$ cat src/hdl/mmlr_pkg.sv
`timescale 1ns / 1ps
// ----------------------------------------------------------------------------
// mmlr_pkg
// Shared constants and types of the mono-mix linear resampler.
// ----------------------------------------------------------------------------
package mmlr_pkg;

    localparam int SAMPLE_BITS_DEF     = 16;
    localparam int RATIO_FRAC_BITS_DEF = 16;

    localparam int CFG_IDX_W = 1;

    localparam logic [CFG_IDX_W-1:0] CFG_STEP_RATIO = 1'b0;
    localparam logic [CFG_IDX_W-1:0] CFG_STEREO_MIX = 1'b1;

    typedef struct packed {
        logic final_frame;
        logic bypass;
    } t_flags;

    typedef enum logic [3:0] {
        ST_IDLE   = 4'b0001,
        ST_RUN    = 4'b0010,
        ST_INTERP = 4'b0100,
        ST_TAIL   = 4'b1000
    } t_state;

endpackage

$ cat src/hdl/mmlr_front.sv
`timescale 1ns / 1ps
// ----------------------------------------------------------------------------
// mmlr_front
// Mixes the source frame to mono or takes its left sample, and flags ratios close to one for bypass.
// ----------------------------------------------------------------------------
module mmlr_front #(
    parameter int SAMPLE_BITS     = mmlr_pkg::SAMPLE_BITS_DEF,
    parameter int RATIO_FRAC_BITS = mmlr_pkg::RATIO_FRAC_BITS_DEF
) (
    input  logic signed [SAMPLE_BITS-1:0]       i_left_sample,
    input  logic signed [SAMPLE_BITS-1:0]       i_right_sample,
    input  logic                                i_final_frame,
    input  logic                                i_stereo_mix,
    input  logic        [RATIO_FRAC_BITS+3:0]   i_step_ratio,
    output logic        [SAMPLE_BITS-1:0]       o_mono,
    output mmlr_pkg::t_flags                    o_flags
);

    localparam int RATIO_W = RATIO_FRAC_BITS + 4;
    localparam logic [RATIO_W-1:0] RATIO_ONE = RATIO_W'(1) << RATIO_FRAC_BITS;
    localparam logic [RATIO_W-1:0] BYP_LIM =
        RATIO_W'(((64'd1 << RATIO_FRAC_BITS) - 64'd1) / 64'd1000);

    logic [SAMPLE_BITS:0] mix_sum;
    logic [RATIO_W-1:0]   ratio_diff;

    assign mix_sum = {i_left_sample[SAMPLE_BITS-1], i_left_sample}
                   + {i_right_sample[SAMPLE_BITS-1], i_right_sample};

    assign o_mono = i_stereo_mix ? mix_sum[SAMPLE_BITS:1] : i_left_sample;

    assign ratio_diff = (i_step_ratio > RATIO_ONE) ? (i_step_ratio - RATIO_ONE)
                                                   : (RATIO_ONE - i_step_ratio);

    assign o_flags.final_frame = i_final_frame;
    assign o_flags.bypass      = (ratio_diff <= BYP_LIM);

endmodule

$ cat src/hdl/mmlr_queue.sv
`timescale 1ns / 1ps
// ----------------------------------------------------------------------------
// mmlr_queue
// Two-entry queue between the classifying front and the sequencing back.
// ----------------------------------------------------------------------------
module mmlr_queue #(
    parameter int WIDTH = mmlr_pkg::SAMPLE_BITS_DEF + 2
) (
    input  logic             i_clk,
    input  logic             i_rst_n,
    input  logic             i_push,
    input  logic [WIDTH-1:0] i_data,
    output logic             o_full,
    input  logic             i_pop,
    output logic             o_valid,
    output logic [WIDTH-1:0] o_data
);

    logic [WIDTH-1:0] r_mem [2];
    logic             r_wp;
    logic             r_rp;
    logic [1:0]       r_cnt;

    assign o_full  = (r_cnt == 2'd2);
    assign o_valid = (r_cnt != 2'd0);
    assign o_data  = r_mem[r_rp];

    always_ff @(posedge i_clk) begin
        if (!i_rst_n) begin
            r_wp  <= 1'b0;
            r_rp  <= 1'b0;
            r_cnt <= 2'd0;
        end else begin
            if (i_push) begin
                r_wp <= ~r_wp;
            end
            if (i_pop) begin
                r_rp <= ~r_rp;
            end
            case ({i_push, i_pop})
                2'b10:   r_cnt <= r_cnt + 2'd1;
                2'b01:   r_cnt <= r_cnt - 2'd1;
                default: r_cnt <= r_cnt;
            endcase
        end
    end

    always_ff @(posedge i_clk) begin
        if (i_push) begin
            r_mem[r_wp] <= i_data;
        end
    end

endmodule

$ cat src/hdl/mmlr_back.sv
`timescale 1ns / 1ps
// ----------------------------------------------------------------------------
// mmlr_back
// Steps through the output positions of each source interval, interpolates
// one result per cycle while the output register is free, and holds it in the output register.
// ----------------------------------------------------------------------------
module mmlr_back #(
    parameter int SAMPLE_BITS     = mmlr_pkg::SAMPLE_BITS_DEF,
    parameter int RATIO_FRAC_BITS = mmlr_pkg::RATIO_FRAC_BITS_DEF
) (
    input  logic                          i_clk,
    input  logic                          i_rst_n,
    input  logic                          i_item_valid,
    output logic                          o_item_pop,
    input  logic [SAMPLE_BITS-1:0]        i_mono,
    input  mmlr_pkg::t_flags              i_flags,
    input  logic [RATIO_FRAC_BITS+3:0]    i_step_ratio,
    output logic                          o_out_valid,
    input  logic                          i_out_ready,
    output logic [SAMPLE_BITS-1:0]        o_out_sample,
    output logic                          o_sample_valid,
    output logic                          o_run_last,
    output logic                          o_end_of_stream
);

    localparam int S       = SAMPLE_BITS;
    localparam int F       = RATIO_FRAC_BITS;
    localparam int RATIO_W = F + 4;
    localparam int POS_W   = F + 8;
    localparam int PROD_W  = S + F + 2;

    localparam logic [RATIO_W-1:0] RATIO_MIN = RATIO_W'(1) << (F - 3);
    localparam logic [RATIO_W-1:0] RATIO_MAX = RATIO_W'(1) << (F + 3);
    localparam logic [POS_W-1:0]   POS_ONE   = POS_W'(1) << F;
    localparam logic signed [PROD_W-1:0] RND_HALF = PROD_W'(1) << (F - 1);

    mmlr_pkg::t_state r_state, n_state;

    logic [S-1:0]     r_prev, n_prev;
    logic [S-1:0]     r_cur, n_cur;
    logic [POS_W-1:0] r_pos, n_pos;
    logic             r_have, n_have;
    logic             r_fin, n_fin;
    logic             r_byp, n_byp;

    logic             r_out_valid;
    logic [S-1:0]     r_out_sample;
    logic             r_sample_valid;
    logic             r_run_last;
    logic             r_eos;

    logic             out_free;
    logic             emit;
    logic [S-1:0]     e_sample;
    logic             e_valid;
    logic             e_last;
    logic             e_eos;

    logic [RATIO_W-1:0] ratio;
    logic [POS_W-1:0]   pos_next;
    logic [POS_W-1:0]   pos_sub;
    logic [POS_W-1:0]   pos_next_sub;

    logic signed [S:0]        delta;
    logic signed [F:0]        frac_s;
    logic signed [PROD_W-1:0] prod;
    logic signed [PROD_W-1:0] prod_rnd;
    logic signed [PROD_W-1:0] prod_shr;
    logic        [S:0]        interp_sum;
    logic        [S-1:0]      interp;

    always_comb begin
        if (i_step_ratio < RATIO_MIN) begin
            ratio = RATIO_MIN;
        end else if (i_step_ratio > RATIO_MAX) begin
            ratio = RATIO_MAX;
        end else begin
            ratio = i_step_ratio;
        end
    end

    assign pos_next     = r_pos + {{(POS_W-RATIO_W){1'b0}}, ratio};
    assign pos_sub      = r_pos - POS_ONE;
    assign pos_next_sub = pos_next - POS_ONE;

    assign delta      = $signed({r_cur[S-1], r_cur}) - $signed({r_prev[S-1], r_prev});
    assign frac_s     = $signed({1'b0, r_pos[F-1:0]});
    assign prod       = PROD_W'(delta) * PROD_W'(frac_s);
    assign prod_rnd   = prod + RND_HALF;
    assign prod_shr   = prod_rnd >>> F;
    assign interp_sum = {r_prev[S-1], r_prev} + prod_shr[S:0];
    assign interp     = interp_sum[S-1:0];

    assign out_free   = !r_out_valid || i_out_ready;
    assign o_item_pop = (r_state == mmlr_pkg::ST_IDLE) && i_item_valid;

    always_comb begin
        n_state  = r_state;
        n_prev   = r_prev;
        n_cur    = r_cur;
        n_pos    = r_pos;
        n_have   = r_have;
        n_fin    = r_fin;
        n_byp    = r_byp;
        emit     = 1'b0;
        e_sample = r_cur;
        e_valid  = 1'b1;
        e_last   = 1'b0;
        e_eos    = 1'b0;

        unique case (r_state)
            mmlr_pkg::ST_IDLE: begin
                if (i_item_valid) begin
                    n_cur   = i_mono;
                    n_fin   = i_flags.final_frame;
                    n_byp   = i_flags.bypass;
                    n_state = mmlr_pkg::ST_RUN;
                end
            end
            mmlr_pkg::ST_RUN: begin
                if (r_byp) begin
                    if (out_free) begin
                        emit    = 1'b1;
                        e_last  = 1'b1;
                        e_eos   = r_fin;
                        n_pos   = '0;
                        n_have  = 1'b0;
                        n_prev  = r_fin ? '0 : r_cur;
                        n_state = mmlr_pkg::ST_IDLE;
                    end
                end else if (!r_have) begin
                    n_prev = r_cur;
                    n_pos  = '0;
                    if (r_fin) begin
                        n_state = mmlr_pkg::ST_TAIL;
                    end else begin
                        n_have  = 1'b1;
                        n_state = mmlr_pkg::ST_IDLE;
                    end
                end else begin
                    n_state = mmlr_pkg::ST_INTERP;
                end
            end
            mmlr_pkg::ST_INTERP: begin
                if (r_pos < POS_ONE) begin
                    if (out_free) begin
                        emit     = 1'b1;
                        e_sample = interp;
                        if (pos_next >= POS_ONE) begin
                            if (!r_fin) begin
                                e_last  = 1'b1;
                                n_pos   = pos_next_sub;
                                n_prev  = r_cur;
                                n_state = mmlr_pkg::ST_IDLE;
                            end else if (pos_next_sub < POS_ONE) begin
                                n_pos   = pos_next_sub;
                                n_prev  = r_cur;
                                n_state = mmlr_pkg::ST_TAIL;
                            end else begin
                                e_last  = 1'b1;
                                e_eos   = 1'b1;
                                n_pos   = '0;
                                n_prev  = '0;
                                n_have  = 1'b0;
                                n_state = mmlr_pkg::ST_IDLE;
                            end
                        end else begin
                            n_pos = pos_next;
                        end
                    end
                end else if (!r_fin) begin
                    n_pos   = pos_sub;
                    n_prev  = r_cur;
                    n_state = mmlr_pkg::ST_IDLE;
                end else if (pos_sub < POS_ONE) begin
                    n_pos   = pos_sub;
                    n_prev  = r_cur;
                    n_state = mmlr_pkg::ST_TAIL;
                end else if (out_free) begin
                    emit     = 1'b1;
                    e_sample = '0;
                    e_valid  = 1'b0;
                    e_last   = 1'b1;
                    e_eos    = 1'b1;
                    n_pos    = '0;
                    n_prev   = '0;
                    n_have   = 1'b0;
                    n_state  = mmlr_pkg::ST_IDLE;
                end
            end
            mmlr_pkg::ST_TAIL: begin
                if (out_free) begin
                    emit = 1'b1;
                    if (pos_next >= POS_ONE) begin
                        e_last  = 1'b1;
                        e_eos   = 1'b1;
                        n_pos   = '0;
                        n_prev  = '0;
                        n_have  = 1'b0;
                        n_state = mmlr_pkg::ST_IDLE;
                    end else begin
                        n_pos = pos_next;
                    end
                end
            end
            default: begin
                n_state = mmlr_pkg::ST_IDLE;
            end
        endcase
    end

    always_ff @(posedge i_clk) begin
        if (!i_rst_n) begin
            r_state     <= mmlr_pkg::ST_IDLE;
            r_prev      <= '0;
            r_pos       <= '0;
            r_have      <= 1'b0;
            r_out_valid <= 1'b0;
        end else begin
            r_state <= n_state;
            r_prev  <= n_prev;
            r_pos   <= n_pos;
            r_have  <= n_have;
            if (emit) begin
                r_out_valid <= 1'b1;
            end else if (i_out_ready) begin
                r_out_valid <= 1'b0;
            end
        end
    end

    always_ff @(posedge i_clk) begin
        r_cur <= n_cur;
        r_fin <= n_fin;
        r_byp <= n_byp;
        if (emit) begin
            r_out_sample   <= e_sample;
            r_sample_valid <= e_valid;
            r_run_last     <= e_last;
            r_eos          <= e_eos;
        end
    end

    assign o_out_valid     = r_out_valid;
    assign o_out_sample    = r_out_sample;
    assign o_sample_valid  = r_sample_valid;
    assign o_run_last      = r_run_last;
    assign o_end_of_stream = r_eos;

endmodule

$ cat src/hdl/mono_mix_linear_resampler_unit.sv
`timescale 1ns / 1ps
// Path: an accepted frame is written into the queue, taken by the back end in its idle state, and its
//   results are emitted into the output register from the run state in bypass, else from the
//   interpolation or tail state. The back end works on one source frame at a time and emits at most
//   16 results per frame (8 interpolated plus 8 tail results at ratio 0.125), paced by the single
//   interpolation sequencer in the back end; the two-entry queue accepts frames while it has room.
// Reset: synchronous; step_ratio returns to 1.0, stereo_mix to 1, state to idle.
// ----------------------------------------------------------------------------
// mono_mix_linear_resampler_unit
// Mono mixing linear interpolation sample rate converter with bypass.
// ----------------------------------------------------------------------------
module mono_mix_linear_resampler_unit #(
    parameter int SAMPLE_BITS     = mmlr_pkg::SAMPLE_BITS_DEF,
    parameter int RATIO_FRAC_BITS = mmlr_pkg::RATIO_FRAC_BITS_DEF
) (
    input  logic                               i_clk,
    input  logic                               i_rst_n,
    input  logic                               i_cfg_we,
    input  logic [mmlr_pkg::CFG_IDX_W-1:0]     i_cfg_idx,
    input  logic [RATIO_FRAC_BITS+3:0]         i_cfg_data,
    input  logic                               i_in_valid,
    output logic                               o_in_ready,
    input  logic signed [SAMPLE_BITS-1:0]      i_left_sample,
    input  logic signed [SAMPLE_BITS-1:0]      i_right_sample,
    input  logic                               i_final_frame,
    output logic                               o_out_valid,
    input  logic                               i_out_ready,
    output logic signed [SAMPLE_BITS-1:0]      o_out_sample,
    output logic                               o_sample_valid,
    output logic                               o_run_last,
    output logic                               o_end_of_stream
);

    localparam int RATIO_W = RATIO_FRAC_BITS + 4;
    localparam int ITEM_W  = SAMPLE_BITS + $bits(mmlr_pkg::t_flags);
    localparam logic [RATIO_W-1:0] RATIO_ONE = RATIO_W'(1) << RATIO_FRAC_BITS;

    logic [RATIO_W-1:0]     r_step_ratio;
    logic                   r_stereo_mix;

    logic [SAMPLE_BITS-1:0] f_mono;
    mmlr_pkg::t_flags       f_flags;
    logic                   q_full;
    logic                   q_valid;
    logic                   q_pop;
    logic [ITEM_W-1:0]      q_data;
    logic                   push;
    mmlr_pkg::t_flags       b_flags;
    logic [SAMPLE_BITS-1:0] b_out_sample;

    always_ff @(posedge i_clk) begin
        if (!i_rst_n) begin
            r_step_ratio <= RATIO_ONE;
            r_stereo_mix <= 1'b1;
        end else if (i_cfg_we) begin
            unique case (i_cfg_idx)
                mmlr_pkg::CFG_STEP_RATIO: r_step_ratio <= i_cfg_data;
                mmlr_pkg::CFG_STEREO_MIX: r_stereo_mix <= i_cfg_data[0];
                default: ;
            endcase
        end
    end

    mmlr_front #(
        .SAMPLE_BITS     (SAMPLE_BITS),
        .RATIO_FRAC_BITS (RATIO_FRAC_BITS)
    ) u_front (
        .i_left_sample  (i_left_sample),
        .i_right_sample (i_right_sample),
        .i_final_frame  (i_final_frame),
        .i_stereo_mix   (r_stereo_mix),
        .i_step_ratio   (r_step_ratio),
        .o_mono         (f_mono),
        .o_flags        (f_flags)
    );

    assign o_in_ready = !q_full;
    assign push       = i_in_valid && !q_full;

    mmlr_queue #(
        .WIDTH (ITEM_W)
    ) u_queue (
        .i_clk   (i_clk),
        .i_rst_n (i_rst_n),
        .i_push  (push),
        .i_data  ({f_mono, f_flags}),
        .o_full  (q_full),
        .i_pop   (q_pop),
        .o_valid (q_valid),
        .o_data  (q_data)
    );

    assign b_flags = q_data[$bits(mmlr_pkg::t_flags)-1:0];

    mmlr_back #(
        .SAMPLE_BITS     (SAMPLE_BITS),
        .RATIO_FRAC_BITS (RATIO_FRAC_BITS)
    ) u_back (
        .i_clk           (i_clk),
        .i_rst_n         (i_rst_n),
        .i_item_valid    (q_valid),
        .o_item_pop      (q_pop),
        .i_mono          (q_data[ITEM_W-1:$bits(mmlr_pkg::t_flags)]),
        .i_flags         (b_flags),
        .i_step_ratio    (r_step_ratio),
        .o_out_valid     (o_out_valid),
        .i_out_ready     (i_out_ready),
        .o_out_sample    (b_out_sample),
        .o_sample_valid  (o_sample_valid),
        .o_run_last      (o_run_last),
        .o_end_of_stream (o_end_of_stream)
    );

    assign o_out_sample = b_out_sample;

endmodule

$ cat config.mk
export PLATFORM = sky130hd
export DESIGN_NAME = mono_mix_linear_resampler_unit
export DESIGN_NICKNAME = d
export VERILOG_FILES = /design/src/hdl/mmlr_pkg.sv /design/src/hdl/mmlr_front.sv /design/src/hdl/mmlr_queue.sv /design/src/hdl/mmlr_back.sv /design/src/hdl/mono_mix_linear_resampler_unit.sv
export SDC_FILE = /design/constraint.sdc
export NUM_CORES = 1
export LEC_CHECK = 0
export BUFFER_PORTS_ARGS = -buffer_cell sky130_fd_sc_hd__buf_2
export CAP_MARGIN = 20
export CORE_MARGIN = 2
export CORE_UTILIZATION = 45
export DETAILED_ROUTE_END_ITERATION = 16
export PLACE_DENSITY = 0.69
export SETUP_SLACK_MARGIN = 0.5
export SLEW_MARGIN = 0
export SYNTH_ARGS = -nofsm -noshare
export SYNTH_HDL_FRONTEND = slang
export SYNTH_HIERARCHICAL = 1
export SYNTH_SLANG_ARGS = --single-unit
$ cat constraint.sdc
create_clock -name i_clk -period 9.7 [get_ports i_clk]
set_input_delay 0.485 -clock i_clk [delete_from_list [all_inputs] [get_ports i_clk]]
set_output_delay 0.485 -clock i_clk [all_outputs]
set_load 0.02 [all_outputs]
==> metrics.log, run 1 <==
INFO  metric drive_above_1_share = 16.99%
INFO  metric remaining_drc_errors = 0
INFO  metric post-route-worst-setup-slack = -0.4444 ns
INFO  metric clock-skew-final = 0.009991 ns
INFO  metric total_switching_power = 1.282 mW
INFO  metric mappedNetlistNets = 2896
INFO  metric post_synth_and_or_nand_nor_area_fraction = 19.56%
INFO  metric synthArstFlopShare = 0%
INFO  metric track_usage = 23.00%
INFO  metric cts_tree = done
INFO  metric core_region_area = 46750 sq um
INFO  metric endpoint_kind = flop
INFO  metric row_count = 79
INFO  metric synth.distinct_cells = 100
INFO  metric synthesis.area_per_instance = 8.928 sq um
INFO  metric boundaryPins = 80
INFO  metric drt-pass1-iter-count = 5
INFO  metric ctsHtreeMaxLevel = 4
INFO  metric detailedPlace.worstSlack = -0.6853 ns
INFO  metric run_status = finished, violations left
INFO  metric final.period_utilization = 104.6%
INFO  metric max_freq = 98.58 MHz
INFO  metric postRouteAntennaNets = 0
INFO  metric floorplan.die_area = 49320 sq um
INFO  metric maxCapViolCount = 0
INFO  metric clock_sink_count = 145
INFO  metric cp.arrival = 10.34 ns
INFO  metric ys_seq_elements = 145
INFO  metric nets = 3070
INFO  metric detailedRoute.firstIterationViolations = 1182
INFO  metric yosysWarningCount = 6
INFO  metric clkLatencyLatePin = 0.45 ns
INFO  metric final_period_minus_worst_setup_slack = 10.14 ns
INFO  metric multiInputGateArea = 16110 sq um
INFO  metric seq_power_share = 28.5%
INFO  metric synth_top_area_cell = sky130_fd_sc_hd__fa_1
INFO  metric synth-seq-area-share = 16.98%
INFO  metric criticalPathCategory = reg2reg
INFO  metric max_slew.worst_pin.slew = 0.9845 ns
INFO  metric finalMaxSlewViolations = 0
INFO  metric antenna_found_initial = 0
INFO  metric grt_first_pass_wirelength = 92.01 mm
INFO  metric synth_top_family_by_area = adder cells
INFO  metric cts_buffers = 17
INFO  metric setup_tns_after_final_layout = -1.048 ns
INFO  metric cts_root_buf = sky130_fd_sc_hd__clkbuf_16
INFO  metric critical_path_required = 9.90 ns
INFO  metric total_gr_overflow = 0
INFO  metric grt_start_max_net_pins = 57
INFO  metric crit_slowest_cell = sky130_fd_sc_hd__or4_4
INFO  metric route.vias.total = 17.49k
INFO  metric synth_compound_gate_area_share = 12.16%
INFO  metric final_hold_viol_count = 0
INFO  metric gpl.final_weighted_congestion = 0.8899
INFO  metric worstSetupStartpointType = flop
INFO  metric floorplan.initialDensity = 45.77%
INFO  metric cts_buffer_depth = 2
INFO  metric via_count_of_the_first_global_routing_pass = 18.04k
INFO  metric synth-edff-count = 73
INFO  metric die_height = 222.1 um
INFO  metric hold-worst-slack = 0.2441 ns
INFO  metric netlist_instances = 2397
INFO  metric setup_viol = 5
INFO  metric numPortBuffers = 79
INFO  metric power_per_cell_area = 122.7 nW/um^2
INFO  metric maximum_cell_stage_delay_along_the_critical_path = 0.53 ns
INFO  metric mostFrequentLayoutCells = sky130_fd_sc_hd__inv_1, sky130_fd_sc_hd__fa_1, sky130_fd_sc_hd__nand2_1, sky130_fd_sc_hd__buf_4, sky130_fd_sc_hd__ha_1
INFO  metric vdd_drop_max = 0.1597 mV
INFO  metric combined_area_of_all_synthesized_cells = 21400 sq um
INFO  metric final_wl = 54.99 mm
INFO  metric ys.flop_type = sky130_fd_sc_hd__edfxtp_1
INFO  metric seqCellArea = 3635 sq um
INFO  metric final_cell_utilization_of_the_core = 52.36%
INFO  metric power.combinational.fraction = 50.8%
INFO  metric synth_top_cell_area_share = 25.26%
INFO  metric detailed_place_hpwl = 43.73 mm
INFO  metric failed_checks = negative setup slack
INFO  metric worst_slew_margin_rel = 34.37%
INFO  metric rsz_0062_raised_after_global_routing = true
INFO  metric average_vias_per_placed_instance = 5.481
INFO  metric area_growth = 14.38%
INFO  metric path_common_cell = sky130_fd_sc_hd__fa_1
INFO  metric min_path_type = in2reg
INFO  metric layout_commonest_cell = sky130_fd_sc_hd__inv_1
INFO  metric p_clk_share = 20.7%
INFO  metric total_leakage_power = 11.63 nW
INFO  metric post_drt_wl_per_cell = 17.23 um
INFO  metric sw_frac_of_total = 42.69%
INFO  metric cts.clk_slew.worst_paths = 0.06 ns
INFO  metric cp_max_fo = 3
INFO  metric synthMuxAreaShare = 2.719%
INFO  metric cts-hold-fix-buffers = 0
INFO  metric synth-xor-area-share = 3.771%
INFO  metric fillers = 4178
INFO  metric die_w = 222.1 um
INFO  metric cellInternalPower = 1.722 mW
INFO  metric antenna_cells_inserted = 0
INFO  metric synthAdderAreaFrac = 35.20%
INFO  metric netlist_top_cells_area = sky130_fd_sc_hd__fa_1, sky130_fd_sc_hd__edfxtp_1, sky130_fd_sc_hd__ha_1
-- per-stage QoR --
stage,cell area [sq um],instances,power [mW]
after floorplan,21500,2397,1.669
after global placement,23420,3140,2.243
after detailed placement,23420,3140,2.272
after CTS,24270,3184,2.959
after global routing,24480,3191,3.165
final,24480,3191,3.004
-- power by group through the flow --
stage	Sequential, mW	Combinational, mW	Clock (mW)
floorplan	0.818	0.850	0
CTS	0.852	1.47	0.636
finish	0.855	1.53	0.621
global placement	0.862	1.38	0
global route	0.866	1.64	0.657
detailed placement	0.865	1.41	0
-- registers in the layout (all words and copies together), names as in the netlist, named ones only --
signal                  flops
u_queue/r_mem              36
u_back/r_pos               24
r_step_ratio               20
u_back/o_out_sample        16
u_back/r_cur               16
u_back/r_prev              16
u_back/r_state              4
u_queue/r_cnt               2
r_stereo_mix                1
u_back/o_end_of_stream      1
u_back/o_out_valid          1
u_back/o_run_last           1
u_back/o_sample_valid       1
u_back/r_byp                1
u_back/r_fin                1
u_back/r_have               1
u_queue/r_rp                1
u_queue/r_wp                1
-- critical path, delay by kind of cell (launching register included) --
kind	cells	cell delay, ns
XOR/XNOR	4	0.53
AO/OA/AOI/OAI	15	2.61
adder cells (fa/ha/maj)	9	3.73
AND/OR/NAND/NOR	12	2.20
buffers and inverters	7	0.47
flip-flops	1	0.37
-- synthesized netlist by cell type (28+ instances only) --
cell type and count:
sky130_fd_sc_hd__a21o_1 28, sky130_fd_sc_hd__a21oi_1 68, sky130_fd_sc_hd__a22o_1 31, sky130_fd_sc_hd__and2_1 159
sky130_fd_sc_hd__clkbuf_1 88, sky130_fd_sc_hd__dfxtp_1 72, sky130_fd_sc_hd__edfxtp_1 73, sky130_fd_sc_hd__fa_1 270
sky130_fd_sc_hd__ha_1 170, sky130_fd_sc_hd__inv_1 426, sky130_fd_sc_hd__mux2_2 28, sky130_fd_sc_hd__nand2_1 207
sky130_fd_sc_hd__nand2b_1 28, sky130_fd_sc_hd__nand3_1 28, sky130_fd_sc_hd__nand4_1 30, sky130_fd_sc_hd__nor2_1 99
sky130_fd_sc_hd__nor2b_1 35, sky130_fd_sc_hd__nor3_1 36, sky130_fd_sc_hd__o21ai_0 76, sky130_fd_sc_hd__xnor2_1 65
-- cells by family (layout without fill, tap and decap cells) --
family | count (synthesis) | in the layout
and+or+nand+nor | 760 | 760
DFF | 145 | 145
AOI/OAI and AO/OA | 373 | 373
xor gates and xnor gates | 90 | 90
muxes | 54 | 54
buffers and inverters | 535 | 722
adders and majority gates | 440 | 440
-- timing repair --
item                                    in CTS  in global routing
endpoints found under the setup margin       9                 11
gates resized for setup                     46                 28
pin swaps                                   67                 30
buffers inserted                            12                  6
-- metal layers --
| metal | up-vias | global-route usage [%] | wire (um) |
|---|---|---|---|
| li1 | 8261 | - | - |
| met1 | 8610 | 30.84 | 24260 |
| met2 | 531 | 37.86 | 25710 |
| met3 | 88 | 3.459 | 3431 |
| met4 | 0 | 8.152 | 1595 |
| met5 | - | 0 | 0 |
-- final timing paths --
kind / startpoint / end / slack, ns / cells past startpoint
min: i_final_frame / u_queue/r_mem[1][1] / 0.24 / 1
max reg2reg: u_back/r_cur[1] / u_back/o_out_sample[15] / -0.44 / 47
min reg2reg: u_queue/r_cnt[1] / u_queue/r_cnt[1] / 0.50 / 2
max: u_back/r_cur[1] / u_back/o_out_sample[15] / -0.44 / 47
-- final cells by class --
cell class | instances | share of cell area [%]
Clock inverter | 13 | 0.4754
Sequential cell | 145 | 14.85
Timing Repair Buffer | 263 | 7.458
Multi-Input combinational cell | 1717 | 65.80
Inverter | 427 | 6.548
Tap cell | 607 | 3.103
Clock buffer | 19 | 1.769
No activity file was read; power rests on OpenSTA's default activity.
==> run 2, diff against run 1 <==
--- a/config.mk
+++ b/config.mk
@@ -9,6 +9,7 @@
 export CAP_MARGIN = 20
 export CORE_MARGIN = 2
 export CORE_UTILIZATION = 45
+export CTS_BUF_LIST = sky130_fd_sc_hd__clkbuf_4
 export DETAILED_ROUTE_END_ITERATION = 16
 export PLACE_DENSITY = 0.69
 export SETUP_SLACK_MARGIN = 0.5
==> run 2 against run 1 <==
Net effect:
- critical endpoint unchanged
- final cell count up 0.13%
- the flow still finishes with violations (negative setup slack)
- sequential share of layout area rose by 0.18 points
- routed wire length fell by 0.21%
- register-to-register slack worse by 0.04 ns
- design area shrank 1.2%
==> metrics.log, run 2 (same netlist as run 1, synthesis figures left out) <==
INFO  metric core_region_area = 46750 sq um (unchanged)
INFO  metric global_route.usage.met3 = 2.995% (was 3.459%)
INFO  metric detailed_place_hpwl = 43.73 mm (unchanged)
INFO  metric maxCapViolCount = 0 (unchanged)
INFO  metric p_clk_share = 13.3% (was 20.7%)
INFO  metric track_usage = 22.86% (was 23.00%)
INFO  metric total_gr_overflow = 0 (unchanged)
INFO  metric largest_register_ffs = 36 (unchanged)
INFO  metric path_common_cell = sky130_fd_sc_hd__fa_1 (unchanged)
INFO  metric average_vias_per_placed_instance = 5.444 (was 5.481)
INFO  metric seq_power_share = 30.9% (was 28.5%)
INFO  metric nets = 3073 (was 3070)
INFO  metric cp_max_fo = 5 (was 3)
INFO  metric final_period_minus_worst_setup_slack = 10.18 ns (was 10.14 ns)
INFO  metric gpl.final_weighted_congestion = 0.8899 (unchanged)
INFO  metric max_freq = 98.20 MHz (was 98.58 MHz)
INFO  metric run_status = finished, violations left (unchanged)
INFO  metric antenna_found_initial = 1 (was 0)
INFO  metric clkLatencyLatePin = 0.60 ns (was 0.45 ns)
INFO  metric cellInternalPower = 1.512 mW (was 1.722 mW)
INFO  metric fillers = 4211 (was 4178)
INFO  metric post-place-cells = 3140 (unchanged)
INFO  metric criticalPathCategory = reg2reg (unchanged)
INFO  metric critical_path_required = 10.07 ns (was 9.90 ns)
INFO  metric route.vias.total = 17.40k (was 17.49k)
INFO  metric buffering_stage_count_on_the_worst_path_with_inverters_included = 6 (was 7)
INFO  metric die_height = 222.1 um (unchanged)
INFO  metric die_w = 222.1 um (unchanged)
INFO  metric boundaryPins = 80 (unchanged)
INFO  metric crit_slowest_cell = sky130_fd_sc_hd__or4b_4 (was sky130_fd_sc_hd__or4_4)
INFO  metric max_slew.worst_pin.slew = 1.006 ns (was 0.9845 ns)
INFO  metric drt-pass1-iter-count = 6 (was 5)
INFO  metric floorplan.initialDensity = 45.77% (unchanged)
INFO  metric area_growth = 13.02% (was 14.38%)
INFO  metric grt_util_met1 = 31.11% (was 30.84%)
INFO  metric grt-busiest-layer = met2 (unchanged)
INFO  metric hold-worst-slack = 0.07803 ns (was 0.2441 ns)
INFO  metric post-route-worst-setup-slack = -0.4833 ns (was -0.4444 ns)
INFO  metric total_switching_power = 1.252 mW (was 1.282 mW)
INFO  metric grt_first_pass_wirelength = 91.80 mm (was 92.01 mm)
INFO  metric rsz_0062_raised_after_global_routing = true (unchanged)
INFO  metric final_wl = 54.88 mm (was 54.99 mm)
INFO  metric met2_use_gr = 38.19% (was 37.86%)
INFO  metric endpoint_kind = flop (unchanged)
INFO  metric detailedPlace.worstSlack = -0.6853 ns (unchanged)
INFO  metric maximum_cell_stage_delay_along_the_critical_path = 0.56 ns (was 0.53 ns)
INFO  metric total_leakage_power = 11.52 nW (was 11.63 nW)
INFO  metric worstSetupStartpointType = flop (unchanged)
INFO  metric power.combinational.fraction = 55.8% (was 50.8%)
INFO  metric power_per_cell_area = 114.3 nW/um^2 (was 122.7 nW/um^2)
INFO  metric grt_start_max_net_pins = 57 (unchanged)
INFO  metric seqCellArea = 3635 sq um (unchanged)
INFO  metric final_hold_viol_count = 0 (unchanged)
INFO  metric layout_top_registers = u_queue/r_mem: 36 flops, u_back/r_pos: 24 flops, r_step_ratio: 20 flops (unchanged)
INFO  metric detailedRoute.firstIterationViolations = 1155 (was 1182)
INFO  metric clock-skew-final = 0.02306 ns (was 0.009991 ns)
INFO  metric multiInputGateArea = 16080 sq um (was 16110 sq um)
INFO  metric setup_tns_after_final_layout = -0.9520 ns (was -1.048 ns)
INFO  metric numPortBuffers = 79 (unchanged)
INFO  metric failed_checks = negative setup slack (unchanged)
INFO  metric ctsHtreeMaxLevel = 4 (unchanged)
INFO  metric post_drt_wl_per_cell = 17.18 um (was 17.23 um)
INFO  metric floorplan.die_area = 49320 sq um (unchanged)
INFO  metric final.period_utilization = 105.0% (was 104.6%)
INFO  metric layout.cell_area.non_filler = 24190 sq um (was 24480 sq um)
INFO  metric top_register = u_queue/r_mem (unchanged)
INFO  metric sw_frac_of_total = 45.30% (was 42.69%)
INFO  metric drive_above_1_share = 17.24% (was 16.99%)
INFO  metric row_count = 79 (unchanged)
INFO  metric layout_commonest_cell = sky130_fd_sc_hd__inv_1 (unchanged)
INFO  metric cts_buffers = 17 (unchanged)
INFO  metric cp.arrival = 10.55 ns (was 10.34 ns)
INFO  metric min_path_type = in2reg (unchanged)
INFO  metric worst_path_dominant_cell_family = adder cells (unchanged)
INFO  metric dpl_cell_area = 23420 sq um (unchanged)
INFO  metric worst_slew_margin_rel = 32.94% (was 34.37%)
INFO  metric postRouteAntennaNets = 0 (unchanged)
INFO  metric cts_tree = done (unchanged)
INFO  metric setup_viol = 6 (was 5)
INFO  metric clock_sink_count = 145 (unchanged)
INFO  metric via_count_of_the_first_global_routing_pass = 17.96k (was 18.04k)
INFO  metric cts_buffer_depth = 2 (unchanged)
INFO  metric r2r_slack = -0.48 ns (was -0.44 ns)
INFO  metric cts.clk_slew.worst_paths = 0.14 ns (was 0.06 ns)
INFO  metric cts_root_buf = sky130_fd_sc_hd__clkbuf_4 (was sky130_fd_sc_hd__clkbuf_16)
INFO  metric finish.cell_count_without_fillers = 3195 (was 3191)
INFO  metric mostFrequentLayoutCells = sky130_fd_sc_hd__inv_1, sky130_fd_sc_hd__fa_1, sky130_fd_sc_hd__nand2_1, sky130_fd_sc_hd__buf_4, sky130_fd_sc_hd__ha_1 (unchanged)
INFO  metric vdd_drop_max = 0.1283 mV (was 0.1597 mV)
INFO  metric remaining_drc_errors = 0 (unchanged)
INFO  metric finalMaxSlewViolations = 0 (unchanged)
==> run 2: worst paths after layout <==
check | startpoint | end | cells past startpoint
worst max-delay path | u_back/r_cur[1] | u_back/o_out_sample[15] | 46
worst min-delay path | i_final_frame | u_queue/r_mem[1][1] | 1
worst max register to register | u_back/r_cur[1] | u_back/o_out_sample[15] | 46
worst min register to register | u_queue/r_cnt[1] | u_queue/r_cnt[1] | 2
==> run 2: layout make-up <==
cell class              instances  area share [%]
inverters                     427           6.627
clock buffers                  19          0.5897
diodes                          1         0.01035
multi-input cells            1717           66.50
clock inverters                13          0.4811
flip-flops and latches        145           15.03
well taps                     607           3.140
repair buffers                266           7.625
==> run 2: through the flow <==
stage	utilization (%)	power, mW
after CTS	51.28	2.696
final	51.73	2.764
after global routing	51.73	2.925
after global placement	50.10	2.243
after detailed placement	50.10	2.272
after floorplan	-	1.669
==> run 2: metal layers <==
metal | wire length [um] | up-vias
li1 | - | 8272
met1 | 24490 | 8541
met2 | 26020 | 506
met3 | 3197 | 76
met4 | 1170 | 0
met5 | 0 | -
==> run 2: power by group through the flow <==
| stage | registers [mW] | clock network [mW] | logic (mW) |
|---|---|---|---|
| finish | 0.854 | 0.367 | 1.54 |
| global route | 0.865 | 0.401 | 1.66 |
| CTS | 0.851 | 0.381 | 1.46 |
| detailed placement | 0.865 | 0 | 1.41 |
| global placement | 0.862 | 0 | 1.38 |
| floorplan | 0.818 | 0 | 0.850 |
==> run 2: what timing repair did <==
action / CTS / global route
pin swaps: 70 / 58
setup endpoints to repair: 9 / 11
hold buffers: 0 / 0
buffers inserted: 13 / 8
cloned: 0 / 0
gates resized for setup: 44 / 31
==> run 2: worst register-to-register path, delay by kind of cell (launching register included) <==
family,cells,cell delay (ns)
compound gates,17,2.71
xor+xnor,4,0.52
fa+ha+maj,9,3.77
buf+inv,6,0.28
flops,1,0.44
simple gates,10,2.23
